$ cat src/rtl/rlem_pkg.sv
package rlem_pkg;

    // Fixed field widths of the two channels and the configuration port.
    localparam int CAP_W       = 20;
    localparam int MAX_RESULTS = 6;

    localparam logic [CAP_W-1:0] CAP_RESET     = 20'hFFFFF;
    localparam logic [7:0]       MARKER        = 8'hFF;
    localparam logic [7:0]       MAX_RUN       = 8'd255;
    localparam logic [7:0]       MIN_TOKEN_RUN = 8'd4;

    typedef struct packed {
        logic [7:0] raw_byte;
        logic       frame_end;
    } t_in_word;

    typedef struct packed {
        logic [7:0]       coded_byte;
        logic             coded_last;
        logic             status;
        logic [CAP_W-1:0] total_length;
    } t_out_word;

    // Everything one input word produces: up to six coded bytes in order,
    // plus the frame-end information that rides on the final one.
    typedef struct packed {
        logic [MAX_RESULTS-1:0][7:0] bytes;
        logic [2:0]                  count;
        logic                        frame_last;
        logic                        status;
        logic [CAP_W-1:0]            total;
    } t_plan;

endpackage

$ cat src/rtl/rle_marker_byte_encoder_core.sv
// Run-length encoder with an escape marker. Raw bytes enter one word per cycle while no coded
// bytes are pending; runs of equal bytes (at most 255) are written as the three-byte token
// FF, count, byte when the run is four or longer or the byte is FF, and as plain bytes
// otherwise. The capacity register bounds the coded bytes of one frame; a run that would
// exceed it is dropped, nothing more is written for that frame, and a final zero byte
// reports the overflow. A word that only extends a run is taken every cycle while no coded
// bytes are pending. A word that closes a run produces n coded bytes (n from 1 to 6); the
// output register delivers one coded byte per cycle while it is free or being read, and
// the next word is accepted in the cycle the last of them moves out. The coded bytes of a
// word are held in a pending buffer and moved one at a time into the output register.
module rle_marker_byte_encoder_core #(
    parameter int LENGTH_BITS = 20
) (
    input  logic                           i_clk,
    input  logic                           i_rst_n,
    input  logic                           i_cfg_we,
    input  logic [rlem_pkg::CAP_W-1:0]     i_cfg_wdata,
    input  logic                           i_in_valid,
    output logic                           o_in_ready,
    input  rlem_pkg::t_in_word             i_in_data,
    output logic                           o_out_valid,
    input  logic                           i_out_ready,
    output rlem_pkg::t_out_word            o_out_data
);

    logic [LENGTH_BITS-1:0] r_capacity;
    logic [7:0]             r_run_value;
    logic [7:0]             r_run_length;
    logic [LENGTH_BITS-1:0] r_written;
    logic                   r_overflowed;

    logic [rlem_pkg::MAX_RESULTS-1:0][7:0] r_bytes;
    logic [2:0]             r_rem;
    logic [2:0]             r_ptr;
    logic                   r_frame_last;
    logic                   r_status;
    logic [rlem_pkg::CAP_W-1:0] r_total;

    logic                   r_out_valid;
    rlem_pkg::t_out_word    r_out;

    logic [7:0]             n_run_value;
    logic [7:0]             n_run_length;
    logic [LENGTH_BITS-1:0] n_written;
    logic                   n_overflowed;
    rlem_pkg::t_plan        plan;

    logic                   in_acc;
    logic                   move;
    logic                   fin;

    rlem_step_logic #(
        .LENGTH_BITS (LENGTH_BITS)
    ) u_step (
        .i_word       (i_in_data),
        .i_capacity   (r_capacity),
        .i_run_value  (r_run_value),
        .i_run_length (r_run_length),
        .i_written    (r_written),
        .i_overflowed (r_overflowed),
        .o_run_value  (n_run_value),
        .o_run_length (n_run_length),
        .o_written    (n_written),
        .o_overflowed (n_overflowed),
        .o_plan       (plan)
    );

    // A pending coded byte moves into the output register when that register is free.
    assign move       = (r_rem != 3'd0) && (!r_out_valid || i_out_ready);
    assign fin        = (r_rem == 3'd1);
    assign o_in_ready = (r_rem == 3'd0) || (fin && move);
    assign in_acc     = i_in_valid && o_in_ready;

    assign o_out_valid = r_out_valid;
    assign o_out_data  = r_out;

    always_ff @(posedge i_clk) begin
        if (!i_rst_n) begin
            r_capacity   <= LENGTH_BITS'(rlem_pkg::CAP_RESET);
            r_run_value  <= 8'd0;
            r_run_length <= 8'd0;
            r_written    <= '0;
            r_overflowed <= 1'b0;
            r_rem        <= 3'd0;
            r_ptr        <= 3'd0;
            r_out_valid  <= 1'b0;
        end else begin
            if (i_cfg_we) begin
                r_capacity <= LENGTH_BITS'(i_cfg_wdata);
            end
            if (in_acc) begin
                r_run_value  <= n_run_value;
                r_run_length <= n_run_length;
                r_written    <= n_written;
                r_overflowed <= n_overflowed;
            end
            if (in_acc && plan.count != 3'd0) begin
                r_rem <= plan.count;
                r_ptr <= 3'd0;
            end else if (move) begin
                r_rem <= r_rem - 3'd1;
                r_ptr <= r_ptr + 3'd1;
            end
            if (move) begin
                r_out_valid <= 1'b1;
            end else if (i_out_ready) begin
                r_out_valid <= 1'b0;
            end
        end
    end

    always_ff @(posedge i_clk) begin
        if (in_acc && plan.count != 3'd0) begin
            r_bytes      <= plan.bytes;
            r_frame_last <= plan.frame_last;
            r_status     <= plan.status;
            r_total      <= plan.total;
        end
        if (move) begin
            r_out.coded_byte   <= r_bytes[r_ptr];
            r_out.coded_last   <= fin && r_frame_last;
            r_out.status       <= fin && r_status;
            r_out.total_length <= fin ? r_total : '0;
        end
    end

    a_accept_needs_drain: assert property (@(posedge i_clk) disable iff (!i_rst_n)
        (o_in_ready && r_rem != 3'd0) |-> move)
        else $error("word accepted while coded bytes are still pending");

    a_frame_clears: assert property (@(posedge i_clk) disable iff (!i_rst_n)
        (in_acc && i_in_data.frame_end) |=>
            (r_run_length == 8'd0 && r_written == '0 && !r_overflowed))
        else $error("run state not cleared after frame end");

    a_overflow_word: assert property (@(posedge i_clk) disable iff (!i_rst_n)
        (o_out_valid && o_out_data.status) |->
            (o_out_data.coded_last && o_out_data.coded_byte == 8'd0
             && o_out_data.total_length == '0))
        else $error("overflow status on a word that is not the closing zero word");

    a_rem_bound: assert property (@(posedge i_clk) disable iff (!i_rst_n)
        (r_rem <= 3'(rlem_pkg::MAX_RESULTS)))
        else $error("pending coded byte count out of range");

endmodule

$ cat src/rtl/rlem_step_logic.sv
module rlem_step_logic #(
    parameter int LENGTH_BITS = 20
) (
    input  rlem_pkg::t_in_word       i_word,
    input  logic [LENGTH_BITS-1:0]   i_capacity,
    input  logic [7:0]               i_run_value,
    input  logic [7:0]               i_run_length,
    input  logic [LENGTH_BITS-1:0]   i_written,
    input  logic                     i_overflowed,
    output logic [7:0]               o_run_value,
    output logic [7:0]               o_run_length,
    output logic [LENGTH_BITS-1:0]   o_written,
    output logic                     o_overflowed,
    output rlem_pkg::t_plan          o_plan
);

    localparam int SW = LENGTH_BITS + 1;

    logic                   last;
    logic                   extend;
    logic                   close1;
    logic                   tok1;
    logic                   fit1;
    logic                   ok1;
    logic                   ovf1;
    logic                   tok2;
    logic                   fit2;
    logic                   ok2;
    logic                   ovf2;
    logic [1:0]             need1;
    logic [1:0]             need2;
    logic [1:0]             c1;
    logic [1:0]             c2;
    logic [SW-1:0]          cap_ext;
    logic [SW-1:0]          sum1;
    logic [SW-1:0]          sum2;
    logic [LENGTH_BITS-1:0] w1;
    logic [LENGTH_BITS-1:0] w2;
    logic [31:0]            w2_ext;
    logic [7:0]             val2;
    logic [7:0]             len2;
    logic [2:0][7:0]        s1;
    logic [2:0][7:0]        s2;
    logic [2:0]             j;

    always_comb begin
        last    = i_word.frame_end;
        cap_ext = SW'(i_capacity);

        extend = (i_run_length != 8'd0) && (i_word.raw_byte == i_run_value)
                 && (i_run_length < rlem_pkg::MAX_RUN);

        // Closing the open run because a different byte arrived (or it is full).
        close1 = !extend && (i_run_length != 8'd0) && !i_overflowed;
        tok1   = (i_run_value == rlem_pkg::MARKER) || (i_run_length >= rlem_pkg::MIN_TOKEN_RUN);
        need1  = tok1 ? 2'd3 : i_run_length[1:0];
        sum1   = SW'(i_written) + SW'(need1);
        fit1   = sum1 <= cap_ext;
        ok1    = close1 && fit1;
        ovf1   = i_overflowed || (close1 && !fit1);
        w1     = ok1 ? sum1[LENGTH_BITS-1:0] : i_written;
        c1     = ok1 ? need1 : 2'd0;
        s1     = tok1 ? {i_run_value, i_run_length, rlem_pkg::MARKER} : {3{i_run_value}};

        val2 = extend ? i_run_value : i_word.raw_byte;
        len2 = extend ? i_run_length + 8'd1 : 8'd1;

        // At frame end the run that is still open is closed as well.
        tok2  = (val2 == rlem_pkg::MARKER) || (len2 >= rlem_pkg::MIN_TOKEN_RUN);
        need2 = tok2 ? 2'd3 : len2[1:0];
        sum2  = SW'(w1) + SW'(need2);
        fit2  = sum2 <= cap_ext;
        ok2   = last && !ovf1 && fit2;
        ovf2  = ovf1 || (last && !ovf1 && !fit2);
        w2    = ok2 ? sum2[LENGTH_BITS-1:0] : w1;

        if (!last) begin
            c2 = 2'd0;
            s2 = '0;
        end else if (ok2) begin
            c2 = need2;
            s2 = tok2 ? {val2, len2, rlem_pkg::MARKER} : {3{val2}};
        end else begin
            // Overflowed frame: a single zero byte carries the status.
            c2 = 2'd1;
            s2 = '0;
        end

        for (int i = 0; i < rlem_pkg::MAX_RESULTS; i++) begin
            j = 3'(i) - 3'(c1);
            if (3'(i) < 3'(c1)) begin
                o_plan.bytes[i] = s1[2'(i)];
            end else if (j < 3'd3) begin
                o_plan.bytes[i] = s2[j[1:0]];
            end else begin
                o_plan.bytes[i] = 8'd0;
            end
        end

        w2_ext            = 32'(w2);
        o_plan.count      = 3'(c1) + 3'(c2);
        o_plan.frame_last = last;
        o_plan.status     = last && ovf2;
        o_plan.total      = (last && !ovf2) ? w2_ext[rlem_pkg::CAP_W-1:0] : '0;

        if (last) begin
            o_run_value  = 8'd0;
            o_run_length = 8'd0;
            o_written    = '0;
            o_overflowed = 1'b0;
        end else begin
            o_run_value  = val2;
            o_run_length = len2;
            o_written    = w1;
            o_overflowed = ovf1;
        end
    end

endmodule
$ cat config.mk
export PLATFORM = sky130hd
export DESIGN_NAME = rle_marker_byte_encoder_core
export DESIGN_NICKNAME = d
export VERILOG_FILES = /design/src/rtl/rlem_pkg.sv /design/src/rtl/rle_marker_byte_encoder_core.sv /design/src/rtl/rlem_step_logic.sv
export SDC_FILE = /design/constraint.sdc
export NUM_CORES = 1
export LEC_CHECK = 0
export BUFFER_PORTS_ARGS = -buffer_cell sky130_fd_sc_hd__buf_2
export CELL_PAD_IN_SITES_DETAIL_PLACEMENT = 0
export CELL_PAD_IN_SITES_GLOBAL_PLACEMENT = 2
export CORE_MARGIN = 4
export CORE_UTILIZATION = 36
export CTS_CLUSTER_DIAMETER = 200
export CTS_CLUSTER_SIZE = 10
export DETAILED_ROUTE_END_ITERATION = 6
export GPL_ROUTABILITY_DRIVEN = 1
export MAX_ROUTING_LAYER = met4
export PLACE_DENSITY_LB_ADDON = 0.1
export SLEW_MARGIN = 10
export SYNTH_ARGS = -nofsm -noshare
export SYNTH_HDL_FRONTEND = slang
export SYNTH_SLANG_ARGS = --single-unit
export TNS_END_PERCENT = 30
$ cat constraint.sdc
create_clock -name i_clk -period 18.2 [get_ports i_clk]
set_input_delay 0 -clock i_clk [delete_from_list [all_inputs] [get_ports i_clk]]
set_output_delay 0 -clock i_clk [all_outputs]
set_load 0.005 [all_outputs]
==> flow_summary.ini <==
[synthesis]
syn_inst = 1079
avgSynthCellArea_um2 = 9.41
seq_area_frac_synth_pct = 42.2
synth.distinct_cells = 73
synthFlopType = edfxtp_1
synthesis.area_mm2 = 0.0102
synth_nets = 1170
synth-edff-count = 100
ys_ff_latch = 164
yosysWarnings = 0
postSynth.asyncResetShare_pct = 0

[setup_path]
path_common_cell = nor2_1
slowest_stage = a211oi_1
slowest_delay_ns = 0.86
crit-reg2reg-capture = r_rem[1]
reg2reg_from = r_run_length[2]
required_ns = 18.51
crit_type = reg -> reg
worstSetupEndpointType = flop
cp_max_fo = 46
cp-start-kind = flop
reg2regPathDepth = 41
ff2ff_setup_slack_ns = 5.58
cp.arrival_ns = 12.94

[cts]
cts_tree = done
clock_path_buffers = 2
post_cts_buffers = 0
path_clk_slew_ns = 0.08
cts_inserted_buffers = 17
root_buffer = clkbuf_16
cts.sinks = 164
htreeDepth = 4
clkLatencyLatePin_ns = 0.43

[timing]
period_needed_ns = 12.62
relSlewSlack_pct = 22.1
post-route-period-util_pct = 69.3
finalHoldViolCount = 0
fin_skew_ns = 0.0143
final-setup-viol-count = 0
clock.fmax_ghz = 0.0792
fin_setup_tns_ns = 0
finalMaxSlewViolations = 0
worstMarginPinSlew_ns = 1.17
rsz0062_at_grt = false

[grt]
grt_first_pass_wirelength_um = 46100
grt_pass1_vias = 7637
grt_remaining_overflow = 0
grt_usage_pct = 19.7
grt_max_degree = 63
antenna_found_initial = 1

[routing]
drc = 0
drtIter0Drc = 588
drtAntennaViolNets = 0
vias = 7963
wl_per_cell_um = 19.4
via_per_inst = 5.27
totalWireLength_um = 29300
firstDrtPassIters = 6

[power]
leakagePower_nw = 4.47
powerDensity_mw_per_mm2 = 101
peakVddDrop_v = 0.0000506
p_total_w = 0.00117

[worst_hold_path]
hold_end = r_bytes[27]
hp-start = i_in_data[4]
hold_class = in -> reg
holdPathStages = 3

[die]
initial_core_util_pct = 36.5
dieArea_mm2 = 0.0310
coreArea_mm2 = 0.0278
pin_count = 66
rows = 61
dieHeight_um = 176
dieWidth_um = 176

[placement]
finalWeightedCongestion = 0.883
port_buffers = 65
dp.final_hpwl_um = 21900

[cells_and_area]
drive_gt1_share_pct = 12.3
syn2layout_area_growth_pct = 13.7
num_antenna_cells = 0
layout.nets = 1211

[status]
status = finished clean

[job]
drv_cap = 0
-- synthesized netlist by cell type, drive strengths merged (20+ instances only) --
library cell / number / share of area, %
inv: 48 / 1.8
edfxtp: 100 / 30
xor2: 25 / 2.2
dfxtp: 64 / 13
ha: 54 / 6.7
nor3: 20 / 1.0
o21ai: 48 / 2.4
nor2: 89 / 3.3
clkbuf: 59 / 2.2
o211ai: 24 / 1.9
and2: 36 / 2.2
nand3: 31 / 1.5
nor2b: 45 / 2.8
a21oi: 75 / 3.7
xnor2: 36 / 3.1
nand2: 70 / 2.6
-- how the worst max path moves through the flow --
stage / to / from / slack [ns] / cells after the start
global placement: r_rem[1] / r_run_length[2] / 5.77 / 41
detailed placement: r_rem[1] / r_run_length[2] / 5.29 / 41
CTS: r_rem[1] / r_run_length[2] / 5.25 / 41
global route: r_rem[1] / r_run_length[2] / 4.39 / 41
floorplan: r_bytes[0] / r_run_length[2] / 4.62 / 42
finish: r_rem[1] / r_run_length[2] / 5.58 / 41
-- critical path, delay by kind of cell, from the launching register on --
kind,cells,cell delay [ns]
adder cells (fa/ha/maj),6,1.72
AO/OA/AOI/OAI,12,3.00
buffers and inverters,2,0.64
XOR/XNOR,1,0.09
flip-flops,1,0.38
AND/OR/NAND/NOR,20,6.62
-- cells in the final DEF (no fill, tap or decap), drive strengths merged, types with 5 or more instances in the layout --
cell         count
edfxtp         100
nor2            89
buf             77
a21oi           75
nand2           70
dfxtp           64
inv             55
ha              54
o21ai           48
nor2b           45
and2            36
xnor2           36
nand3           31
xor2            25
o211ai          24
dlygate4sd3     21
nor3            20
and3            19
clkbuf          18
o21a            16
o22ai           16
nand4           15
mux2i           15
nor4            15
or3             13
a22oi           12
a31oi           11
a21boi           9
or2              9
a21o             8
mux4             8
nand2b           7
clkinv           7
o311a            6
or4              5
o41ai            5
-- report_power, final --
group          total, W  leakage, nW  switching, W  internal, W
clock network  0.000365        0.287      0.000181     0.000185
registers      0.000513         1.49     0.0000230     0.000490
logic          0.000289         2.70      0.000179     0.000109
-- cell families after synthesis --
| logic type | Yosys count | share of synthesized area (%) |
|---|---|---|
| simple gates | 388 | 19.9 |
| compound gates | 261 | 17.1 |
| buf+inv | 124 | 4.94 |
| xor+xnor | 61 | 5.26 |
| flops | 164 | 42.2 |
| fa+ha+maj | 57 | 7.25 |
| mux | 24 | 3.36 |
-- stage by stage --
step           hold WS (ns)  util (%)  std cells  cell area [um2]  worst slack, ns
6_report             0.0724      41.5       1511            11500             5.58
4_1_cts              0.0521      41.5       1511            11500             5.25
3_3_place_gp          0.214      38.7       1458            10700             5.77
3_5_place_dp          0.222      38.7       1458            10700             5.29
5_1_grt              0.0867      41.5       1511            11500             4.39
2_1_floorplan        0.0989         -       1079            10200             4.62
-- registers in the layout (all words and copies together), names as in the netlist --
signal,flops
r_bytes,48
r_ptr,3
r_frame_last,1
r_status,1
r_run_length,8
r_written,20
o_out_valid,1
r_overflowed,1
o_out_data,30
r_capacity,20
r_rem,3
r_total,20
r_run_value,8
-- area by class of cell --
cell class | instances | area, um2
Clock inverter | 14 | 158
Sequential cell | 164 | 4280
Tap cell | 378 | 473
Multi-Input combinational cell | 791 | 5390
Inverter | 48 | 180
Fill cell | 2822 | 16200
Timing Repair Buffer | 98 | 626
Clock buffer | 18 | 429
-- per-layer routing --
layer,up-vias,GRT usage (%),wire [um]
met2,203,27.6,12400
met3,22,3.19,1410
met1,3739,30.1,15200
li1,3999,-,-
met4,0,4.03,327
met5,-,-,0
-- timing repair --
action / 4_1_cts / 5_1_grt
gates resized for setup: 0 / 0
hold endpoints to repair: 21 / 0
hold buffers: 21 / 0
No activity file was read; power rests on OpenSTA's default activity.
